<file path="config.mk">
export PLATFORM = sky130hd
export DESIGN_NAME = lfu_page_replacement
export DESIGN_NICKNAME = d
export VERILOG_FILES = /design/src/rtl/core/lfu_pkg.sv /design/src/rtl/core/lfu_ram.sv /design/src/rtl/core/lfu_scan.sv /design/src/rtl/core/lfu_page_replacement.sv
export VERILOG_INCLUDE_DIRS = /design/src /design/src/rtl/core
export SDC_FILE = /design/constraint.sdc
export NUM_CORES = 2
export LEC_CHECK = 0
export BUFFER_PORTS_ARGS = -buffer_cell sky130_fd_sc_hd__buf_2
export CAP_MARGIN = 15
export CORE_ASPECT_RATIO = 1.25
export CORE_MARGIN = 10
export CORE_UTILIZATION = 57
export CTS_CLUSTER_DIAMETER = 100
export CTS_CLUSTER_SIZE = 10
export DETAILED_ROUTE_END_ITERATION = 8
export PLACE_DENSITY_LB_ADDON = 0.12
export SLEW_MARGIN = 20
export SYNTH_ARGS = -nofsm -noshare
export SYNTH_HDL_FRONTEND = slang
export SYNTH_SLANG_ARGS = --single-unit
</file>
<file path="constraint.sdc">
create_clock -name clk -period 12.1 [get_ports clk]
set_clock_uncertainty 0.2 [all_clocks]
set_input_delay 1.21 -clock clk [delete_from_list [all_inputs] [get_ports clk]]
set_output_delay 1.21 -clock clk [all_outputs]
set_load 0.005 [all_outputs]
</file>
<file path="src/rtl/core/lfu_page_replacement_macros.svh">
// assertion macros for the lfu page replacement block
`ifndef LFU_PAGE_REPLACEMENT_MACROS_SVH
`define LFU_PAGE_REPLACEMENT_MACROS_SVH

`ifndef SYNTHESIS
`define LFU_ASSERT_IMP(label, cond, prop) \
    label: assert property (@(posedge clk) disable iff (!rst_n) (cond) |-> (prop)) \
        else $error("lfu check failed");
`define LFU_ASSERT_NEXT(label, cond, prop) \
    label: assert property (@(posedge clk) disable iff (!rst_n) (cond) |=> (prop)) \
        else $error("lfu check failed");
`else
`define LFU_ASSERT_IMP(label, cond, prop)
`define LFU_ASSERT_NEXT(label, cond, prop)
`endif

`endif

</file>
<file path="src/rtl/core/lfu_pkg.sv">
// shared constants and types for the lfu page replacement block
package lfu_pkg;

    localparam int MAX_FRAMES = 16;
    localparam int PAGE_BITS  = 16;
    localparam int IDX_W      = (MAX_FRAMES > 1) ? $clog2(MAX_FRAMES) : 1;
    localparam int CNT_W      = $clog2(MAX_FRAMES + 1);
    localparam int USE_W      = 32;
    localparam int STAMP_W    = 32;
    localparam int TOTAL_W    = 32;
    localparam int CFG_W      = 5;
    localparam int CFG_RESET  = 16;

    typedef struct packed {
        logic [PAGE_BITS-1:0] page;
        logic [USE_W-1:0]     use_count;
        logic [STAMP_W-1:0]   last_use;
    } entry_t;

    localparam int ENTRY_W = $bits(entry_t);

    typedef struct packed {
        logic                 found;
        logic [IDX_W-1:0]     found_idx;
        logic [USE_W-1:0]     found_cnt;
        logic                 free_found;
        logic [IDX_W-1:0]     free_idx;
        logic [CNT_W-1:0]     occupied;
        logic                 victim_found;
        logic [IDX_W-1:0]     victim_idx;
        logic [PAGE_BITS-1:0] victim_page;
    } scan_res_t;

endpackage

</file>
<file path="src/rtl/core/lfu_ram.sv">
// generic single write port ram with registered read
module lfu_ram #(
    parameter int WIDTH = 8,
    parameter int DEPTH = 16
) (
    input  logic                                      clk,
    input  logic                                      we,
    input  logic [((DEPTH > 1) ? $clog2(DEPTH) : 1)-1:0] waddr,
    input  logic [WIDTH-1:0]                          wdata,
    input  logic [((DEPTH > 1) ? $clog2(DEPTH) : 1)-1:0] raddr,
    output logic [WIDTH-1:0]                          rdata
);

    logic [WIDTH-1:0] mem_reg [DEPTH];
    logic [WIDTH-1:0] rdata_reg;

    always_ff @(posedge clk)
    begin
        if (we)
        begin
            mem_reg[waddr] <= wdata;
        end
        rdata_reg <= mem_reg[raddr];
    end

    assign rdata = rdata_reg;

endmodule

</file>
<file path="src/rtl/core/lfu_scan.sv">
// per-frame evaluation over one pass: lookup, free slot, occupancy and victim search
`include "lfu_page_replacement_macros.svh"

module lfu_scan (
    input  logic                          clk,
    input  logic                          rst_n,
    input  logic                          clear,
    input  logic                          eval,
    input  logic [lfu_pkg::IDX_W-1:0]     eval_idx,
    input  logic                          eval_valid,
    input  lfu_pkg::entry_t               entry,
    input  logic [lfu_pkg::PAGE_BITS-1:0] page,
    input  logic [lfu_pkg::STAMP_W-1:0]   stamp,
    output lfu_pkg::scan_res_t            res
);

    lfu_pkg::scan_res_t               res_reg, res_next;
    logic [lfu_pkg::USE_W-1:0]        best_cnt_reg, best_cnt_next;
    logic [lfu_pkg::STAMP_W-1:0]      best_age_reg, best_age_next;
    logic [lfu_pkg::STAMP_W-1:0]      age;
    logic                             take_victim;

    assign age = stamp - entry.last_use;

    assign take_victim = !res_reg.victim_found
                      || (entry.use_count < best_cnt_reg)
                      || ((entry.use_count == best_cnt_reg) && (age > best_age_reg));

    always_comb
    begin
        res_next      = res_reg;
        best_cnt_next = best_cnt_reg;
        best_age_next = best_age_reg;
        if (clear)
        begin
            res_next      = '0;
            best_cnt_next = '0;
            best_age_next = '0;
        end
        else if (eval)
        begin
            if (eval_valid)
            begin
                res_next.occupied = res_reg.occupied + lfu_pkg::CNT_W'(1);
                if (!res_reg.found && (entry.page == page))
                begin
                    res_next.found     = 1'b1;
                    res_next.found_idx = eval_idx;
                    res_next.found_cnt = entry.use_count;
                end
                if (take_victim)
                begin
                    res_next.victim_found = 1'b1;
                    res_next.victim_idx   = eval_idx;
                    res_next.victim_page  = entry.page;
                    best_cnt_next         = entry.use_count;
                    best_age_next         = age;
                end
            end
            else if (!res_reg.free_found)
            begin
                res_next.free_found = 1'b1;
                res_next.free_idx   = eval_idx;
            end
        end
    end

    always_ff @(posedge clk or negedge rst_n)
    begin
        if (!rst_n)
        begin
            res_reg      <= '0;
            best_cnt_reg <= '0;
            best_age_reg <= '0;
        end
        else
        begin
            res_reg      <= res_next;
            best_cnt_reg <= best_cnt_next;
            best_age_reg <= best_age_next;
        end
    end

    assign res = res_reg;

    `LFU_ASSERT_NEXT(a_occ_grows, eval && eval_valid && !clear, res_reg.occupied != '0)
    `LFU_ASSERT_IMP(a_found_has_victim, res_reg.found, res_reg.victim_found)
    `LFU_ASSERT_NEXT(a_clear_empty, clear, !res_reg.found && !res_reg.victim_found)

endmodule

</file>
<file path="src/rtl/core/lfu_page_replacement.sv">
// top level of the lfu page replacement block with lru tie break
// each accepted page is scanned over the frame ram in ST_SCAN, then written back in ST_WRITE
// a new page is not accepted until the previous one is written back; in_stall is high meanwhile
// the write-back waits while a previous result is still stalled at the output
// reset clears valid bits, totals, stamp and sets the frame limit to 16; ram is not cleared
`include "lfu_page_replacement_macros.svh"

module lfu_page_replacement (
    input  logic                          clk,
    input  logic                          rst_n,
    input  logic                          cfg_we,
    input  logic [lfu_pkg::CFG_W-1:0]     cfg_wdata,
    input  logic                          in_valid,
    output logic                          in_stall,
    input  logic [lfu_pkg::PAGE_BITS-1:0] page,
    output logic                          out_valid,
    input  logic                          out_stall,
    output logic                          hit,
    output logic                          evicted_valid,
    output logic [lfu_pkg::PAGE_BITS-1:0] evicted_page,
    output logic [lfu_pkg::TOTAL_W-1:0]   hit_total,
    output logic [lfu_pkg::TOTAL_W-1:0]   miss_total
);

    localparam logic [1:0] ST_IDLE  = 2'd0;
    localparam logic [1:0] ST_SCAN  = 2'd1;
    localparam logic [1:0] ST_WRITE = 2'd2;

    logic [1:0]                      state_reg, state_next;
    logic [lfu_pkg::CNT_W-1:0]       scan_cnt_reg, scan_cnt_next;
    logic [lfu_pkg::CFG_W-1:0]       cfg_reg;
    logic [lfu_pkg::PAGE_BITS-1:0]   page_reg;
    logic [lfu_pkg::STAMP_W-1:0]     stamp_reg;
    logic [lfu_pkg::TOTAL_W-1:0]     hit_cnt_reg, miss_cnt_reg;
    logic [lfu_pkg::MAX_FRAMES-1:0]  valid_reg;

    logic                            out_valid_reg;
    logic                            hit_reg;
    logic                            evicted_valid_reg;
    logic [lfu_pkg::PAGE_BITS-1:0]   evicted_page_reg;
    logic [lfu_pkg::TOTAL_W-1:0]     hit_total_reg, miss_total_reg;

    logic                            accept;
    logic                            go;
    logic                            ram_we;
    logic [lfu_pkg::IDX_W-1:0]       ram_waddr;
    lfu_pkg::entry_t                 ram_wentry;
    logic [lfu_pkg::ENTRY_W-1:0]     ram_rdata;
    lfu_pkg::entry_t                 rd_entry;
    logic                            eval;
    logic [lfu_pkg::IDX_W-1:0]       eval_idx;
    lfu_pkg::scan_res_t              scan_res;
    logic [lfu_pkg::CNT_W-1:0]       limit;
    logic                            evict;
    logic [lfu_pkg::USE_W-1:0]       cnt_inc;

    assign accept   = in_valid && !in_stall;
    assign in_stall = (state_reg != ST_IDLE);
    assign go       = (state_reg == ST_WRITE) && (!out_valid_reg || !out_stall);
    assign ram_we   = go;
    assign eval     = (state_reg == ST_SCAN) && (scan_cnt_reg != '0);
    assign eval_idx = lfu_pkg::IDX_W'(scan_cnt_reg - lfu_pkg::CNT_W'(1));
    assign rd_entry = lfu_pkg::entry_t'(ram_rdata);

    always_comb
    begin
        if (cfg_reg == '0)
        begin
            limit = lfu_pkg::CNT_W'(1);
        end
        else if (32'(cfg_reg) > 32'(lfu_pkg::MAX_FRAMES))
        begin
            limit = lfu_pkg::CNT_W'(lfu_pkg::MAX_FRAMES);
        end
        else
        begin
            limit = lfu_pkg::CNT_W'(cfg_reg);
        end
    end

    assign evict   = (scan_res.occupied >= limit) || !scan_res.free_found;
    assign cnt_inc = (scan_res.found_cnt == '1) ? scan_res.found_cnt
                                                : scan_res.found_cnt + lfu_pkg::USE_W'(1);

    always_comb
    begin
        ram_wentry.page     = page_reg;
        ram_wentry.last_use = stamp_reg;
        if (scan_res.found)
        begin
            ram_waddr            = scan_res.found_idx;
            ram_wentry.use_count = cnt_inc;
        end
        else
        begin
            ram_waddr            = evict ? scan_res.victim_idx : scan_res.free_idx;
            ram_wentry.use_count = lfu_pkg::USE_W'(1);
        end
    end

    always_comb
    begin
        state_next    = state_reg;
        scan_cnt_next = scan_cnt_reg;
        unique case (state_reg)
            ST_IDLE:
            begin
                if (accept)
                begin
                    state_next    = ST_SCAN;
                    scan_cnt_next = '0;
                end
            end
            ST_SCAN:
            begin
                scan_cnt_next = scan_cnt_reg + lfu_pkg::CNT_W'(1);
                if (scan_cnt_reg == lfu_pkg::CNT_W'(lfu_pkg::MAX_FRAMES))
                begin
                    state_next = ST_WRITE;
                end
            end
            ST_WRITE:
            begin
                if (go)
                begin
                    state_next = ST_IDLE;
                end
            end
            default:
            begin
                state_next = ST_IDLE;
            end
        endcase
    end

    always_ff @(posedge clk or negedge rst_n)
    begin
        if (!rst_n)
        begin
            state_reg     <= ST_IDLE;
            scan_cnt_reg  <= '0;
            cfg_reg       <= lfu_pkg::CFG_W'(lfu_pkg::CFG_RESET);
            stamp_reg     <= '0;
            hit_cnt_reg   <= '0;
            miss_cnt_reg  <= '0;
            valid_reg     <= '0;
            out_valid_reg <= 1'b0;
        end
        else
        begin
            state_reg    <= state_next;
            scan_cnt_reg <= scan_cnt_next;
            if (cfg_we)
            begin
                cfg_reg <= cfg_wdata;
            end
            if (accept)
            begin
                stamp_reg <= stamp_reg + lfu_pkg::STAMP_W'(1);
            end
            if (go)
            begin
                out_valid_reg        <= 1'b1;
                valid_reg[ram_waddr] <= 1'b1;
                if (scan_res.found)
                begin
                    hit_cnt_reg <= hit_cnt_reg + lfu_pkg::TOTAL_W'(1);
                end
                else
                begin
                    miss_cnt_reg <= miss_cnt_reg + lfu_pkg::TOTAL_W'(1);
                end
            end
            else if (!out_stall)
            begin
                out_valid_reg <= 1'b0;
            end
        end
    end

    // result payload
    always_ff @(posedge clk)
    begin
        if (accept)
        begin
            page_reg <= page;
        end
        if (go)
        begin
            hit_reg           <= scan_res.found;
            evicted_valid_reg <= !scan_res.found && evict;
            evicted_page_reg  <= (!scan_res.found && evict) ? scan_res.victim_page : '0;
            hit_total_reg     <= scan_res.found ? hit_cnt_reg + lfu_pkg::TOTAL_W'(1)
                                                : hit_cnt_reg;
            miss_total_reg    <= scan_res.found ? miss_cnt_reg
                                                : miss_cnt_reg + lfu_pkg::TOTAL_W'(1);
        end
    end

    lfu_ram #(
        .WIDTH (lfu_pkg::ENTRY_W),
        .DEPTH (lfu_pkg::MAX_FRAMES)
    ) u_frame_ram (
        .clk   (clk),
        .we    (ram_we),
        .waddr (ram_waddr),
        .wdata (ram_wentry),
        .raddr (scan_cnt_reg[lfu_pkg::IDX_W-1:0]),
        .rdata (ram_rdata)
    );

    lfu_scan u_scan (
        .clk        (clk),
        .rst_n      (rst_n),
        .clear      (accept),
        .eval       (eval),
        .eval_idx   (eval_idx),
        .eval_valid (valid_reg[eval_idx]),
        .entry      (rd_entry),
        .page       (page_reg),
        .stamp      (stamp_reg),
        .res        (scan_res)
    );

    assign out_valid     = out_valid_reg;
    assign hit           = hit_reg;
    assign evicted_valid = evicted_valid_reg;
    assign evicted_page  = evicted_page_reg;
    assign hit_total     = hit_total_reg;
    assign miss_total    = miss_total_reg;

    `LFU_ASSERT_NEXT(a_accept_scan, accept, state_reg == ST_SCAN && scan_cnt_reg == '0)
    `LFU_ASSERT_NEXT(a_wb_result, ram_we, out_valid_reg && state_reg == ST_IDLE)
    `LFU_ASSERT_IMP(a_evict_has_victim, go && !scan_res.found && evict, scan_res.victim_found)
    `LFU_ASSERT_IMP(a_evict_is_miss, out_valid_reg && evicted_valid_reg, !hit_reg)

endmodule

</file>
==> impl_metrics.toml <==
[run_status]
status = "complete, no violations"

[global_routing]
grt_use_total = 0.234
globalRouteOverflowTotal = 0
antenna_found_initial = 3
grt_pass1_vias = 38066
grt_max_degree = 146
grt_pass1_wl_mm = 238

[logic_synthesis]
syn_area_mm2 = 0.0690
synth_flop_cell = "edfxtp_1"
syn_inst = 4269
seq_area_frac_synth = 0.716
synth.avg_cell_area_um2 = 16.2
synth_edf_count = 1378
ys_ff_latch = 1715
synth_cell_types = 69
yosys_warnings = 0
synth_fp_nets = 4404
async_flop_share = 0.150

[timing]
hold_viol = 0
period_share = 0.583
rsz0062_at_grt = "false"
final.setup.tns_ns = 0
max_slew.worst_pin.slew_ns = 1.17
max_freq_mhz = 142
finalSetupViolCount = 0
final_max_slew_viol_count = 0
relSlewSlack = 0.221
period_needed_ns = 7.06

[die]
die_w_um = 331
coreArea_mm2 = 0.120
io-pin-count = 110
die-area_mm2 = 0.135
start_util = 0.575
die_h_um = 409
rows = 142

[finish]
num-nets-final = 4578
drive_above_1_share = 0.152
post-route-util = 0.641
largest_reg_flops = 1280
layout_common_cells = "edfxtp_1 (1378), o21ai_0 (264), dfrtp_1 (252)"
synthToLayoutAreaGrowth_pct = 11.5
final_common_cell = "edfxtp_1"

[power_and_ir_drop]
ir_worst_vdd_uv = 200
powerDensity_mw_per_mm2 = 228
power.total_mw = 17.6
leakagePower_nw = 27.6

[clock_tree]
path_clk_slew_ns = 0.06
cts_hold_buffers = 0
htree_levels = 4
post_cts_buffers = 0
cts_tree = "built"
cts_root_buffer = "clkbuf_16"
numCtsBuffers = 189
cts.repair.resized = 0
clock-sinks = 1715
insertion_delay_ns = 0.81
clock_path_buffers = 3

[flow_run]
drv_cap = 0

[worst_setup_path]
reg2reg_slack_ns = 5.04
crit_end = "u_scan.res[17]"
critPathSlowestCell = "buf_4"
worstPathCellList = "inv_1, ha_1, inv_1, fa_1, a211oi_1, nor2_1, o31ai_1, o2111ai_1, a21oi_1, a21oi_1, a31oi_1, xnor2_1, ha_1, nand4_1, nor4_1, nand4_1, nor4_1, nor4b_1, a21o_1, o21ai_4, buf_4, mux2_1"
crit_fanout = 84
crit_start = "stamp_reg[0]"
r2r-start = "stamp_reg[0]"
cp_data_arrival_time_ns = 7.53
max_stage_delay_ns = 0.83
r2r-end = "u_scan.res[17]"
end_kind = "flop"
r2r_cells = 22
crit_type = "reg2reg"
critPathLaunchType = "flop"
required_ns = 12.57

[hold_path]
hold_path.class = "reg2reg"
hp-start = "valid_reg[5]"

[place]
io_buffers = 109
gp_congestion = 0.814
hpwl_mm = 83.7

[route]
drt_wl_total_mm = 158
drtAntennaViolNets = 0
first_pass_iters = 6
drc = 0
num_vias = 37422
via_per_inst = 6.04
drtIter0Drc = 3475
wl_per_cell_um = 25.6
[power by group]
part           leakage, nW  total [mW]  switching (mW)  internal (mW)
clock network         2.60        5.16            2.21           2.95
registers             16.5        7.49           0.427           7.06
logic                 8.54        4.91            2.99           1.93
[synthesized netlist by cell type (all sizes together) (3+ instances only)]
master | count | area share
edfxtp | 1378 | 0.60
o21ai | 269 | 0.020
dfrtp | 256 | 0.093
mux2i | 243 | 0.035
nand2 | 228 | 0.012
nor2 | 198 | 0.011
mux4 | 164 | 0.054
xnor2 | 142 | 0.018
a21oi | 139 | 0.010
clkbuf | 128 | 0.0070
inv | 121 | 0.0066
ha | 108 | 0.020
mux2 | 99 | 0.016
xor2 | 87 | 0.011
a221oi | 82 | 0.010
a22oi | 80 | 0.0087
dfxtp | 80 | 0.023
buf | 64 | 0.0047
nand3 | 60 | 0.0044
a22o | 47 | 0.0060
nand4 | 44 | 0.0040
and2 | 34 | 0.0031
and3 | 34 | 0.0031
or2 | 20 | 0.0018
a21o | 19 | 0.0021
or3 | 14 | 0.0013
nor3 | 13 | 0.00094
and4 | 12 | 0.0015
nor2b | 12 | 0.0011
nand2b | 11 | 0.0010
o211ai | 10 | 0.0011
nor4 | 9 | 0.00082
o21a | 9 | 0.00098
a211oi | 7 | 0.00083
a31oi | 6 | 0.00054
a211o | 5 | 0.00063
o2111ai | 4 | 0.00051
o31ai | 4 | 0.00044
a41oi | 3 | 0.00065
o311ai | 3 | 0.00038
or4 | 3 | 0.00038
[per-stage QoR]
step / setup WS (ns) / hold WS, ns / instance area, µm² / cells
floorplan: 5.28 / 0.220 / 69000 / 4269
global placement: 5.28 / 0.244 / 71400 / 5836
detailed placement: 5.05 / 0.247 / 71400 / 5836
CTS: 5.02 / 0.260 / 76900 / 6191
global route: 4.53 / 0.284 / 77000 / 6191
finish: 5.04 / 0.261 / 77000 / 6192
[layout make-up]
cell class | count | area (µm²)
Antenna cell | 1 | 2.50
Clock inverter | 15 | 183
Timing Repair Buffer | 175 | 1100
Clock buffer | 340 | 5320
Fill cell | 8613 | 43100
Multi-Input combinational cell | 2240 | 18500
Inverter | 122 | 460
Tap cell | 1584 | 1980
Sequential cell | 1715 | 49400
[cell families (layout without fill, tap and decap cells)]
logic type / Yosys count / in the layout / synth area share
AOI/OAI and AO/OA: 699 / 699 / 0.0644
and+or+nand+nor: 697 / 697 / 0.0472
buffers and inverters: 314 / 652 / 0.0183
muxes: 506 / 506 / 0.105
DFF: 1715 / 1715 / 0.716
adders and majority gates: 109 / 109 / 0.0199
xor gates and xnor gates: 229 / 229 / 0.0292
other: 0 / 1 / 0
[how the worst min path moves through the flow]
| stage | depth (start not counted) | slack (ns) | endpoint |
|---|---|---|---|
| after floorplan | 0 | 0.22 | hit |
| after global placement | 1 | 0.24 | valid_reg[5] |
| after detailed placement | 1 | 0.25 | valid_reg[4] |
| after CTS | 1 | 0.26 | valid_reg[4] |
| after global routing | 1 | 0.28 | valid_reg[0] |
| final | 1 | 0.26 | valid_reg[5] |
[per-layer routing]
layer | up-vias | GRT usage | wire length [µm]
li1 | 16793 | - | -
met1 | 19197 | 0.320 | 66200
met2 | 1188 | 0.388 | 78900
met3 | 240 | 0.0343 | 9720
met4 | 4 | 0.0677 | 3580
met5 | - | 0 | 21
[critical path, delay by kind of cell (launching register included)]
kind	cells	cell delay (ns)
AO/OA/AOI/OAI	8	2.31
AND/OR/NAND/NOR	6	1.24
buffers and inverters	3	1.08
adder cells (fa/ha/maj)	3	0.93
flip-flops	1	0.59
multiplexers	1	0.39
XOR/XNOR	1	0.12
No activity file was read; power rests on OpenSTA's default activity.
